<file path="config.mk">
export PLATFORM = sky130hd
export DESIGN_NAME = integer_matrix_multiply_flat
export DESIGN_NICKNAME = d
export VERILOG_FILES = /design/src/imm_pkg.sv /design/src/imm_if.sv /design/src/imm_compute.sv /design/src/imm_loader.sv /design/src/integer_matrix_multiply.sv /design/src/flat_wrapper.sv
export SDC_FILE = /design/constraint.sdc
export NUM_CORES = 2
export LEC_CHECK = 0
export ABC_CLOCK_PERIOD_IN_PS = 7100
export BUFFER_PORTS_ARGS = -buffer_cell sky130_fd_sc_hd__buf_2
export CORE_MARGIN = 3
export CORE_UTILIZATION = 65
export CTS_BUF_LIST = sky130_fd_sc_hd__clkbuf_8
export CTS_CLUSTER_DIAMETER = 100
export CTS_CLUSTER_SIZE = 10
export DETAILED_ROUTE_END_ITERATION = 10
export GPL_TIMING_DRIVEN = 0
export PLACE_DENSITY = 0.88
export SYNTH_ARGS = -nofsm -noshare
export SYNTH_HDL_FRONTEND = slang
export SYNTH_SLANG_ARGS = --single-unit
</file>
<file path="constraint.sdc">
create_clock -name clk -period 7.1 [get_ports clk]
set_input_delay 0.355 -clock clk [delete_from_list [all_inputs] [get_ports clk]]
set_output_delay 0.355 -clock clk [all_outputs]
set_load 0.03 [all_outputs]
</file>
<file path="src/imm_pkg.sv">
// ----------------------------------------------------------------------------
// imm_pkg: shared types and constants for the integer matrix multiplier
// Dimension limits, register indexes, field widths, the front-to-back
// command record, the result record and the size clamp.
// ----------------------------------------------------------------------------
package imm_pkg;

    localparam int MAX_DIM     = 8;
    localparam int DIM_W       = $clog2(MAX_DIM);
    localparam int STORE_DEPTH = MAX_DIM * MAX_DIM;
    localparam int ADDR_W      = $clog2(STORE_DEPTH);
    localparam int ELEM_W      = 16;
    localparam int PROD_W      = 32;
    localparam int VALUE_W     = 35;
    localparam int REG_W       = 4;
    localparam int CNT_W       = 7;
    localparam int IDX_W       = 2;

    localparam logic [IDX_W-1:0] REG_ROWS_A     = 2'd0;
    localparam logic [IDX_W-1:0] REG_INNER_SIZE = 2'd1;
    localparam logic [IDX_W-1:0] REG_COLS_B     = 2'd2;

    // Command from the loader to the compute engine: the sizes of one run.
    typedef struct packed {
        logic [DIM_W:0] m;
        logic [DIM_W:0] n;
        logic [DIM_W:0] p;
    } run_cmd_t;

    typedef struct packed {
        logic [VALUE_W-1:0] product_value;
        logic [2:0]         out_row;
        logic [2:0]         out_col;
        logic               last;
    } result_t;

    // Register value clamped into 1..MAX_DIM.
    function automatic logic [DIM_W:0] eff_dim(input logic [REG_W-1:0] r);
        logic [DIM_W:0] v;
        if (r == '0)
            v = (DIM_W+1)'(1);
        else if (r > REG_W'(MAX_DIM))
            v = (DIM_W+1)'(MAX_DIM);
        else
            v = (DIM_W+1)'(r);
        return v;
    endfunction

endpackage

</file>
<file path="src/imm_if.sv">
// ----------------------------------------------------------------------------
// imm_if: stream channel interfaces
// Valid/ready channels for elements, results and configuration writes.
// ----------------------------------------------------------------------------
interface imm_elem_if;
    logic                      valid;
    logic                      ready;
    logic signed [15:0]        element;
    modport source (output valid, output element, input ready);
    modport sink   (input valid, input element, output ready);
endinterface

interface imm_result_if;
    logic                      valid;
    logic                      ready;
    logic signed [34:0]        product_value;
    logic [2:0]                out_row;
    logic [2:0]                out_col;
    logic                      last;
    modport source (output valid, output product_value, output out_row,
                    output out_col, output last, input ready);
    modport sink   (input valid, input product_value, input out_row,
                    input out_col, input last, output ready);
endinterface

interface imm_cfg_if;
    logic                      valid;
    logic                      ready;
    logic [1:0]                index;
    logic [3:0]                data;
    modport source (output valid, output index, output data, input ready);
    modport sink   (input valid, input index, input data, output ready);
endinterface

</file>
<file path="src/imm_compute.sv">
// ----------------------------------------------------------------------------
// imm_compute: multiply-accumulate back end
// Holds the operand stores, takes one run command at a time and walks the
// product matrix, one registered multiply and accumulate per unstalled cycle.
// ----------------------------------------------------------------------------
module imm_compute (
    input  logic                          clk,
    input  logic                          rst_n,
    input  logic                          a_we,
    input  logic                          b_we,
    input  logic [imm_pkg::ADDR_W-1:0]    wr_addr,
    input  logic signed [15:0]            wr_data,
    input  logic                          cmd_valid,
    output logic                          cmd_ready,
    input  imm_pkg::run_cmd_t             cmd,
    output logic                          res_valid,
    input  logic                          res_ready,
    output imm_pkg::result_t              res
);
    import imm_pkg::*;

    localparam logic [1:0] ST_IDLE = 2'd0;
    localparam logic [1:0] ST_RUN  = 2'd1;
    localparam logic [1:0] ST_OUT  = 2'd2;

    logic signed [ELEM_W-1:0] a_mem [STORE_DEPTH];
    logic signed [ELEM_W-1:0] b_mem [STORE_DEPTH];

    logic [1:0]         state_reg, state_next;
    run_cmd_t           cmd_reg;
    logic [DIM_W-1:0]   i_reg, j_reg, k_reg;
    logic               issue_reg;      // operands read this cycle valid
    logic               mul_v_reg;      // product register valid
    logic               fin_reg;        // last product of entry in flight
    logic               mul_fin_reg;
    logic signed [ELEM_W-1:0]  a_rd_reg, b_rd_reg;
    logic signed [PROD_W-1:0]  mul_reg;
    logic signed [VALUE_W-1:0] acc_reg;
    logic               out_v_reg;
    result_t            out_reg;
    logic [DIM_W-1:0]   ri_reg, rj_reg;   // indices of entry being summed
    logic [DIM_W-1:0]   pi_reg, pj_reg;
    logic               k_end, j_end, i_end;
    logic [ADDR_W-1:0]  a_addr, b_addr;

    always_ff @(posedge clk)
    begin
        if (a_we)
            a_mem[wr_addr] <= wr_data;
        if (b_we)
            b_mem[wr_addr] <= wr_data;
    end

    assign k_end = ({1'b0, k_reg} == cmd_reg.n - 1'b1);
    assign j_end = ({1'b0, j_reg} == cmd_reg.p - 1'b1);
    assign i_end = ({1'b0, i_reg} == cmd_reg.m - 1'b1);
    assign a_addr = ADDR_W'(i_reg) * ADDR_W'(cmd_reg.n) + ADDR_W'(k_reg);
    assign b_addr = ADDR_W'(k_reg) * ADDR_W'(cmd_reg.p) + ADDR_W'(j_reg);
    assign cmd_ready = (state_reg == ST_IDLE);

    always_comb
    begin
        state_next = state_reg;
        case (state_reg)
            ST_IDLE: if (cmd_valid) state_next = ST_RUN;
            ST_RUN:  if (k_end) state_next = ST_OUT;
            ST_OUT:  if (out_v_reg && res_ready)
                     begin
                         state_next = (out_reg.last) ? ST_IDLE : ST_RUN;
                     end
            default: state_next = ST_IDLE;
        endcase
    end

    always_ff @(posedge clk or negedge rst_n)
    begin
        if (!rst_n)
        begin
            state_reg   <= ST_IDLE;
            issue_reg   <= 1'b0;
            mul_v_reg   <= 1'b0;
            fin_reg     <= 1'b0;
            mul_fin_reg <= 1'b0;
            out_v_reg   <= 1'b0;
            i_reg <= '0; j_reg <= '0; k_reg <= '0;
        end
        else
        begin
            state_reg <= state_next;
            issue_reg <= (state_reg == ST_RUN);
            fin_reg   <= (state_reg == ST_RUN) && k_end;
            mul_v_reg <= issue_reg;
            mul_fin_reg <= fin_reg;
            if (state_reg == ST_IDLE && cmd_valid)
            begin
                i_reg <= '0; j_reg <= '0; k_reg <= '0;
            end
            else if (state_reg == ST_RUN)
            begin
                if (k_end)
                begin
                    k_reg <= '0;
                    if (j_end)
                    begin
                        j_reg <= '0;
                        i_reg <= i_end ? '0 : i_reg + 1'b1;
                    end
                    else
                        j_reg <= j_reg + 1'b1;
                end
                else
                    k_reg <= k_reg + 1'b1;
            end
            if (mul_v_reg && mul_fin_reg)
                out_v_reg <= 1'b1;
            else if (out_v_reg && res_ready)
                out_v_reg <= 1'b0;
        end
    end

    // Datapath: read, multiply, accumulate; payload registers need no reset.
    always_ff @(posedge clk)
    begin
        if (state_reg == ST_IDLE && cmd_valid)
            cmd_reg <= cmd;
        a_rd_reg <= a_mem[a_addr];
        b_rd_reg <= b_mem[b_addr];
        ri_reg <= i_reg;
        rj_reg <= j_reg;
        pi_reg <= ri_reg;
        pj_reg <= rj_reg;
        mul_reg <= a_rd_reg * b_rd_reg;
        if (state_reg == ST_IDLE)
            acc_reg <= '0;
        else if (mul_v_reg)
        begin
            if (mul_fin_reg)
            begin
                out_reg.product_value <= acc_reg + VALUE_W'(mul_reg);
                out_reg.out_row <= 3'(pi_reg);
                out_reg.out_col <= 3'(pj_reg);
                out_reg.last <= ({1'b0, pi_reg} == cmd_reg.m - 1'b1)
                             && ({1'b0, pj_reg} == cmd_reg.p - 1'b1);
                acc_reg <= '0;
            end
            else
                acc_reg <= acc_reg + VALUE_W'(mul_reg);
        end
    end

    assign res_valid = out_v_reg;
    assign res       = out_reg;

    a_cmd_idle: assert property (@(posedge clk) disable iff (!rst_n)
        cmd_valid && cmd_ready |=> state_reg == ST_RUN)
        else $error("command not started");
    a_out_hold: assert property (@(posedge clk) disable iff (!rst_n)
        res_valid && !res_ready |=> res_valid && $stable(res))
        else $error("result changed while stalled");
    a_no_run_out: assert property (@(posedge clk) disable iff (!rst_n)
        state_reg == ST_RUN |-> !out_v_reg)
        else $error("summing with result pending");
endmodule

</file>
<file path="src/imm_loader.sv">
// ----------------------------------------------------------------------------
// imm_loader: element intake and configuration
// Holds the size registers, counts incoming elements into the A and B
// stores and posts a run command into a one-entry queue when B is complete.
// ----------------------------------------------------------------------------
module imm_loader (
    input  logic                          clk,
    input  logic                          rst_n,
    imm_elem_if.sink                      in_ch,
    imm_cfg_if.sink                       cfg,
    output logic                          a_we,
    output logic                          b_we,
    output logic [imm_pkg::ADDR_W-1:0]    wr_addr,
    output logic signed [15:0]            wr_data,
    output logic                          cmd_valid,
    input  logic                          cmd_ready,
    output imm_pkg::run_cmd_t             cmd
);
    import imm_pkg::*;

    logic [REG_W-1:0] rows_a_reg, inner_size_reg, cols_b_reg;
    logic [CNT_W-1:0] load_count_reg, count_inc;
    logic             loading_b_reg;
    logic             q_valid_reg;
    run_cmd_t         q_reg, sizes;
    logic             accept, done_a, done_b;

    assign sizes.m = eff_dim(rows_a_reg);
    assign sizes.n = eff_dim(inner_size_reg);
    assign sizes.p = eff_dim(cols_b_reg);

    // Take no element while a run waits in the queue or the engine has not yet
    // gone back to idle after sending the last entry of its run.
    assign in_ch.ready = !q_valid_reg && cmd_ready;
    assign cfg.ready   = 1'b1;
    assign accept      = in_ch.valid && in_ch.ready;
    assign count_inc   = load_count_reg + 1'b1;
    assign done_a = {1'b0, count_inc} >= (CNT_W+1)'(sizes.m) * (CNT_W+1)'(sizes.n);
    assign done_b = {1'b0, count_inc} >= (CNT_W+1)'(sizes.n) * (CNT_W+1)'(sizes.p);

    assign a_we    = accept && !loading_b_reg;
    assign b_we    = accept && loading_b_reg;
    assign wr_addr = load_count_reg[ADDR_W-1:0];
    assign wr_data = in_ch.element;
    assign cmd_valid = q_valid_reg;
    assign cmd       = q_reg;

    always_ff @(posedge clk or negedge rst_n)
    begin
        if (!rst_n)
        begin
            rows_a_reg     <= REG_W'(MAX_DIM);
            inner_size_reg <= REG_W'(MAX_DIM);
            cols_b_reg     <= REG_W'(MAX_DIM);
            load_count_reg <= '0;
            loading_b_reg  <= 1'b0;
            q_valid_reg    <= 1'b0;
        end
        else
        begin
            if (cfg.valid)
            begin
                case (cfg.index)
                    REG_ROWS_A:     rows_a_reg     <= cfg.data;
                    REG_INNER_SIZE: inner_size_reg <= cfg.data;
                    REG_COLS_B:     cols_b_reg     <= cfg.data;
                    default: ;
                endcase
            end
            if (q_valid_reg && cmd_ready)
                q_valid_reg <= 1'b0;
            if (accept)
            begin
                if (!loading_b_reg && done_a)
                begin
                    loading_b_reg  <= 1'b1;
                    load_count_reg <= '0;
                end
                else if (loading_b_reg && done_b)
                begin
                    loading_b_reg  <= 1'b0;
                    load_count_reg <= '0;
                    q_valid_reg    <= 1'b1;
                end
                else
                    load_count_reg <= count_inc;
            end
        end
    end

    always_ff @(posedge clk)
    begin
        if (accept && loading_b_reg && done_b)
            q_reg <= sizes;
    end

    a_no_take: assert property (@(posedge clk) disable iff (!rst_n)
        q_valid_reg |-> !accept)
        else $error("element taken while run pending");
    a_post: assert property (@(posedge clk) disable iff (!rst_n)
        accept && loading_b_reg && done_b |=> q_valid_reg && !loading_b_reg)
        else $error("run not posted");
    a_we_one: assert property (@(posedge clk) disable iff (!rst_n)
        !(a_we && b_we))
        else $error("both stores written");
endmodule

</file>
<file path="src/integer_matrix_multiply.sv">
// ----------------------------------------------------------------------------
// integer_matrix_multiply: signed 16-bit matrix product engine
// Loads A then B one element a beat and streams the exact product.
// ----------------------------------------------------------------------------
// Elements are taken one a beat into the A and B stores. When B completes,
// the loader hands the run to the compute engine and stops taking elements
// until the engine has sent the last entry of the product. The engine does
// one multiply-accumulate per cycle from its operand stores while it sums an
// entry; each entry then drains through the operand read, multiply and
// accumulate registers and the engine waits until its result beat is taken,
// so a stall on the result side holds the run. Loading takes M*N+N*P
// elements. Entries leave in row-major order.
module integer_matrix_multiply (
    input  logic        clk,
    input  logic        rst_n,
    imm_elem_if.sink    in_ch,
    imm_result_if.source out_ch,
    imm_cfg_if.sink     cfg
);
    import imm_pkg::*;

    logic                    a_we, b_we, cmd_valid, cmd_ready;
    logic [ADDR_W-1:0]       wr_addr;
    logic signed [15:0]      wr_data;
    run_cmd_t                cmd;
    result_t                 res;

    imm_loader u_loader (
        .clk(clk), .rst_n(rst_n), .in_ch(in_ch), .cfg(cfg),
        .a_we(a_we), .b_we(b_we), .wr_addr(wr_addr), .wr_data(wr_data),
        .cmd_valid(cmd_valid), .cmd_ready(cmd_ready), .cmd(cmd)
    );

    imm_compute u_compute (
        .clk(clk), .rst_n(rst_n), .a_we(a_we), .b_we(b_we),
        .wr_addr(wr_addr), .wr_data(wr_data),
        .cmd_valid(cmd_valid), .cmd_ready(cmd_ready), .cmd(cmd),
        .res_valid(out_ch.valid), .res_ready(out_ch.ready), .res(res)
    );

    assign out_ch.product_value = res.product_value;
    assign out_ch.out_row       = res.out_row;
    assign out_ch.out_col       = res.out_col;
    assign out_ch.last          = res.last;
endmodule

</file>
<file path="src/flat_wrapper.sv">
// flat-port wrapper written by rule: the top's interface ports become plain ports
module integer_matrix_multiply_flat import imm_pkg::*;
  (clk, rst_n, in_ch_valid, in_ch_element, in_ch_ready, out_ch_valid, out_ch_product_value, out_ch_out_row, out_ch_out_col, out_ch_last, out_ch_ready, cfg_valid, cfg_index, cfg_data, cfg_ready);
  imm_elem_if in_ch_i ();
  imm_result_if out_ch_i ();
  imm_cfg_if cfg_i ();
  input  logic clk;
  input  logic rst_n;
  input wire logic [$bits(in_ch_i.valid)-1:0] in_ch_valid;
  input wire logic [$bits(in_ch_i.element)-1:0] in_ch_element;
  output wire logic [$bits(in_ch_i.ready)-1:0] in_ch_ready;
  output wire logic [$bits(out_ch_i.valid)-1:0] out_ch_valid;
  output wire logic [$bits(out_ch_i.product_value)-1:0] out_ch_product_value;
  output wire logic [$bits(out_ch_i.out_row)-1:0] out_ch_out_row;
  output wire logic [$bits(out_ch_i.out_col)-1:0] out_ch_out_col;
  output wire logic [$bits(out_ch_i.last)-1:0] out_ch_last;
  input wire logic [$bits(out_ch_i.ready)-1:0] out_ch_ready;
  input wire logic [$bits(cfg_i.valid)-1:0] cfg_valid;
  input wire logic [$bits(cfg_i.index)-1:0] cfg_index;
  input wire logic [$bits(cfg_i.data)-1:0] cfg_data;
  output wire logic [$bits(cfg_i.ready)-1:0] cfg_ready;
  assign in_ch_i.valid = in_ch_valid;
  assign in_ch_i.element = in_ch_element;
  assign in_ch_ready = in_ch_i.ready;
  assign out_ch_valid = out_ch_i.valid;
  assign out_ch_product_value = out_ch_i.product_value;
  assign out_ch_out_row = out_ch_i.out_row;
  assign out_ch_out_col = out_ch_i.out_col;
  assign out_ch_last = out_ch_i.last;
  assign out_ch_i.ready = out_ch_ready;
  assign cfg_i.valid = cfg_valid;
  assign cfg_i.index = cfg_index;
  assign cfg_i.data = cfg_data;
  assign cfg_ready = cfg_i.ready;
  integer_matrix_multiply u_core (.clk(clk), .rst_n(rst_n), .in_ch(in_ch_i), .out_ch(out_ch_i), .cfg(cfg_i));
endmodule
</file>
==> Implementation_results.wiki <==
{| class="wikitable"
! Metric !! Value
|-
| Wire length of the first global-routing pass || 377 mm
|-
| Syn. warnings || 0
|-
| Starting density of the core || 65.6%
|-
| Worst path required time || 7940 ps
|-
| Initial antenna violation count || 17
|-
| Detailed-route vias per instance || 6.96
|-
| Flops & latches, synth || 2262
|-
| Total die area || 156000 um^2
|-
| Die extent in y || 396 um
|-
| Average footprint of a synthesized cell || 19.0 um^2
|-
| Tightest slew margin relative to the limit || 2.81%
|-
| Count of H-tree levels built during CTS || 5
|-
| Setup WS post-layout || 207 ps
|-
| DRT iter0 DRCs || 7778
|-
| Worst slack at placement || 210 ps
|-
| Time the worst path needs with I/O delays and setup || 6890 ps
|-
| Overall routed net length || 259 mm
|-
| Top post-synthesis cells by area || sky130_fd_sc_hd__edfxtp_1 64%, sky130_fd_sc_hd__mux4_2 15%, sky130_fd_sc_hd__fa_1 5.7%
|-
| Core Footprint || 150000 um^2
|-
| GP Congestion || 0.961
|-
| Setup tns final || 0 ps
|-
| Share of flip-flops with an asynchronous set or reset || 1.64%
|-
| Final Non-Filler Cells || 7730
|-
| Vias || 53786
|-
| Result of the run || finished with violations
|-
| Post-synth top area share || 64.3%
|-
| Skew-Pair Late Insertion Delay || 1030 ps
|-
| Number of top-level pins || 72
|-
| Number of global-route vias before repair || 54742
|-
| Post-route clock skew || 87.8 ps
|-
| Global-route usage over all layers || 33.7%
|-
| Worst setup path class || flop to flop
|-
| Number of buffers between clock root and the deepest sink || 4
|-
| Cell taking the most area after synthesis || sky130_fd_sc_hd__edfxtp_1
|-
| Number of library cell types mapped by synthesis || 71
|-
| Signed area change from the synthesized netlist to the final layout || 9.07%
|-
| Worst EP arrival || 7730 ps
|-
| Unrepaired setup endpoints after global routing || yes
|-
| Max Fclk || 145 MHz
|-
| Maximum fanout along the worst path || 10
|-
| Die Span X || 396 um
|-
| Most common flop cell mapped by yosys || sky130_fd_sc_hd__edfxtp_1
|-
| Nature of the critical path endpoint || flop
|-
| Largest net degree at the start of global routing || 89
|-
| Violated checks || DRC
|-
| Clock root buffer || sky130_fd_sc_hd__clkbuf_8
|-
| Residual overflow from global routing || 0
|-
| Path type of the worst min-delay path || input pin to flop
|-
| TritonCTS clock tree || built
|-
| CTS clk-pin slew, worst paths || 70 ps
|-
| Net count after synthesis || 5677
|-
| Setup Viol. Count Final || 0
|-
| Count of nets after finishing || 6135
|-
| Row count || 142
|-
| Post-detailed-route count of antenna-violating nets || 0
|-
| Cell count after placement || 7354
|-
| Max-slew violation count || 0
|-
| Final period utilization || 97.1%
|-
| Fraction of the yosys area taken by sequential cells || 67.5%
|-
| Total clock sinks || 2262
|-
| Post CTS Setup Buffer Count || 0
|-
| HPWL after DPL || 178 mm
|-
| Number of buffers added by the clock tree synthesis step || 277
|-
| Summed instance area of the synthesized netlist || 98700 um^2
|-
| Fraction of layout cells with a size suffix above 1 || 22.9%
|-
| Number of hold violations in the final report || 0
|-
| Final routed wire length divided by cell count || 33.5 um
|-
| Cell count after synthesis || 5190
|-
| Number of port buffers || 70
|-
| Post-route DRC violation count || 2
|-
| First-pass iteration count of the detailed router || 9
|-
| Number of maximum-capacitance constraint violations || 0
|-
| Layout fillers || 8273
|-
| Kind of start point of the critical path || flop
|-
| Fin Hold WS || 136 ps
|-
| Slew @ Worst Pin || 1450 ps
|-
| Number of flops mapped to enable cells by yosys || 2114
|}
## final cells by class
| cell class | count | area [um^2] | share of cell area, % |
|---|---|---|---|
| Clock inverter | 50 | 216 | 0.201 |
| Tap cell | 2016 | 2520 | 2.34 |
| Inverter | 347 | 1300 | 1.21 |
| Multi-Input combinational cell | 2350 | 29800 | 27.7 |
| Buffer | 231 | 1170 | 1.08 |
| Timing Repair Buffer | 179 | 1960 | 1.83 |
| Antenna cell | 9 | 22.5 | 0.0209 |
| Sequential cell | 2262 | 66600 | 61.9 |
| Clock buffer | 286 | 3940 | 3.66 |
## synthesized netlist by cell type, types with 3 or more instances
master                     instances
sky130_fd_sc_hd__a211oi_1         36
sky130_fd_sc_hd__a21o_1           44
sky130_fd_sc_hd__a21oi_1         126
sky130_fd_sc_hd__a31o_1            3
sky130_fd_sc_hd__a31oi_1           8
sky130_fd_sc_hd__a31oi_2           3
sky130_fd_sc_hd__and2_1          154
sky130_fd_sc_hd__and3_1           12
sky130_fd_sc_hd__buf_1             9
sky130_fd_sc_hd__buf_2            36
sky130_fd_sc_hd__buf_4            19
sky130_fd_sc_hd__buf_6            24
sky130_fd_sc_hd__clkbuf_1        143
sky130_fd_sc_hd__dfrtp_1          34
sky130_fd_sc_hd__dfstp_2           3
sky130_fd_sc_hd__dfxtp_1         111
sky130_fd_sc_hd__edfxtp_1       2114
sky130_fd_sc_hd__fa_1            279
sky130_fd_sc_hd__ha_1            181
sky130_fd_sc_hd__inv_1           346
sky130_fd_sc_hd__mux2_2           13
sky130_fd_sc_hd__mux2i_1          33
sky130_fd_sc_hd__mux4_2          640
sky130_fd_sc_hd__nand2_1         201
sky130_fd_sc_hd__nand2b_1         27
sky130_fd_sc_hd__nand3_1          23
sky130_fd_sc_hd__nand3b_1         15
sky130_fd_sc_hd__nand4_1           4
sky130_fd_sc_hd__nor2_1          222
sky130_fd_sc_hd__nor2b_1          69
sky130_fd_sc_hd__nor3_1           17
sky130_fd_sc_hd__nor3b_1           5
sky130_fd_sc_hd__o21a_1            9
sky130_fd_sc_hd__o21ai_0          27
sky130_fd_sc_hd__o21ai_1          15
sky130_fd_sc_hd__o21bai_1         10
sky130_fd_sc_hd__o22ai_1           3
sky130_fd_sc_hd__o31ai_1           5
sky130_fd_sc_hd__or2_2             8
sky130_fd_sc_hd__or3_1             7
sky130_fd_sc_hd__xnor2_1          67
sky130_fd_sc_hd__xor2_1           44
## per-stage QoR
stage                     cell area (um^2)  utilization [%]
final                               108000             71.6
after floorplan                      98700                -
after CTS                           108000             71.5
after detailed placement            103000             68.6
after global routing                108000             71.6
after global placement              102000             67.5
## routing by layer
| layer | share of wire, % | track usage (%) | vias up |
|---|---|---|---|
| li1 | - | - | 20880 |
| met1 | 33 | 44.6 | 27369 |
| met2 | 48 | 52.8 | 4551 |
| met3 | 13 | 8.79 | 968 |
| met4 | 6.2 | 17.0 | 18 |
| met5 | 0.042 | 0 | - |
## layout by cell type, fill, tap and decap left out, drive strengths merged, types with 31 or more instances in the layout
cell type and instances:
edfxtp 2114, mux4 640, clkbuf 429, inv 392, fa 279, buf 236
nor2 222, nand2 201, ha 181, and2 154, a21oi 128, dfxtp 111
nor2b 69, xnor2 67, xor2 46, a21o 44, o21ai 42, a211oi 37
dfrtp 34, mux2i 33, dlygate4sd3 31
## timing repair
item                                    CTS  global route
endpoints found under the hold margin   755             0
gates resized for setup                   0             7
hold buffers                             31             0
endpoints found under the setup margin    0             2
## kinds of logic after synthesis
kind of cell | Yosys count | share of synthesized area, %
mux | 686 | 15.1
buf+inv | 578 | 2.50
flops | 2262 | 67.5
fa+ha+maj | 460 | 7.96
other cells | 1 | 0.00380
simple gates | 771 | 3.80
xor+xnor | 113 | 1.02
compound gates | 319 | 2.08
## worst paths after layout
| path | slack [ps] | cells past startpoint | end | from |
|---|---|---|---|---|
| worst max-delay path | 210 | 21 | u_core.u_compute.mul_reg[31]$_DFF_P_ | u_core.u_compute.a_rd_reg[13]$_DFF_P_ |
| worst min-delay path | 140 | 3 | u_core.u_compute.res_valid$_DFFE_PN0P_ | out_ch_ready |
| worst max register to register | 210 | 21 | u_core.u_compute.mul_reg[31]$_DFF_P_ | u_core.u_compute.a_rd_reg[13]$_DFF_P_ |
| worst min register to register | 310 | 0 | u_core.u_compute.pi_reg[0]$_DFF_P_ | u_core.u_compute.ri_reg[0]$_DFF_P_ |
| max in group asynchronous | 5040 | 4 | u_core.u_loader.cmd_valid$_DFF_PN0_ | rst_n |
| min in group asynchronous | 470 | 3 | u_core.u_loader.cols_b_reg[0]$_DFFE_PN0P_ | rst_n |
## worst max-delay path, cell delays in order (launching register included)
cell and delay [ps]:
sky130_fd_sc_hd__dfxtp_1 580, sky130_fd_sc_hd__clkbuf_1 580, sky130_fd_sc_hd__nand2_1 170, sky130_fd_sc_hd__fa_1 570, sky130_fd_sc_hd__inv_1 50, sky130_fd_sc_hd__fa_1 480
sky130_fd_sc_hd__fa_1 590, sky130_fd_sc_hd__fa_1 430, sky130_fd_sc_hd__fa_1 490, sky130_fd_sc_hd__inv_1 50, sky130_fd_sc_hd__fa_1 470, sky130_fd_sc_hd__inv_1 40
sky130_fd_sc_hd__ha_1 350, sky130_fd_sc_hd__a21o_1 220, sky130_fd_sc_hd__a21o_1 180, sky130_fd_sc_hd__a21o_1 190, sky130_fd_sc_hd__a31oi_1 200, sky130_fd_sc_hd__o21ai_1 120
sky130_fd_sc_hd__a2111o_1 410, sky130_fd_sc_hd__a31o_1 230, sky130_fd_sc_hd__a21oi_2 150, sky130_fd_sc_hd__xnor2_1 190
Power is not shown: default switching activity piles up to over one toggle a cycle in this logic, so the estimate is an artifact.
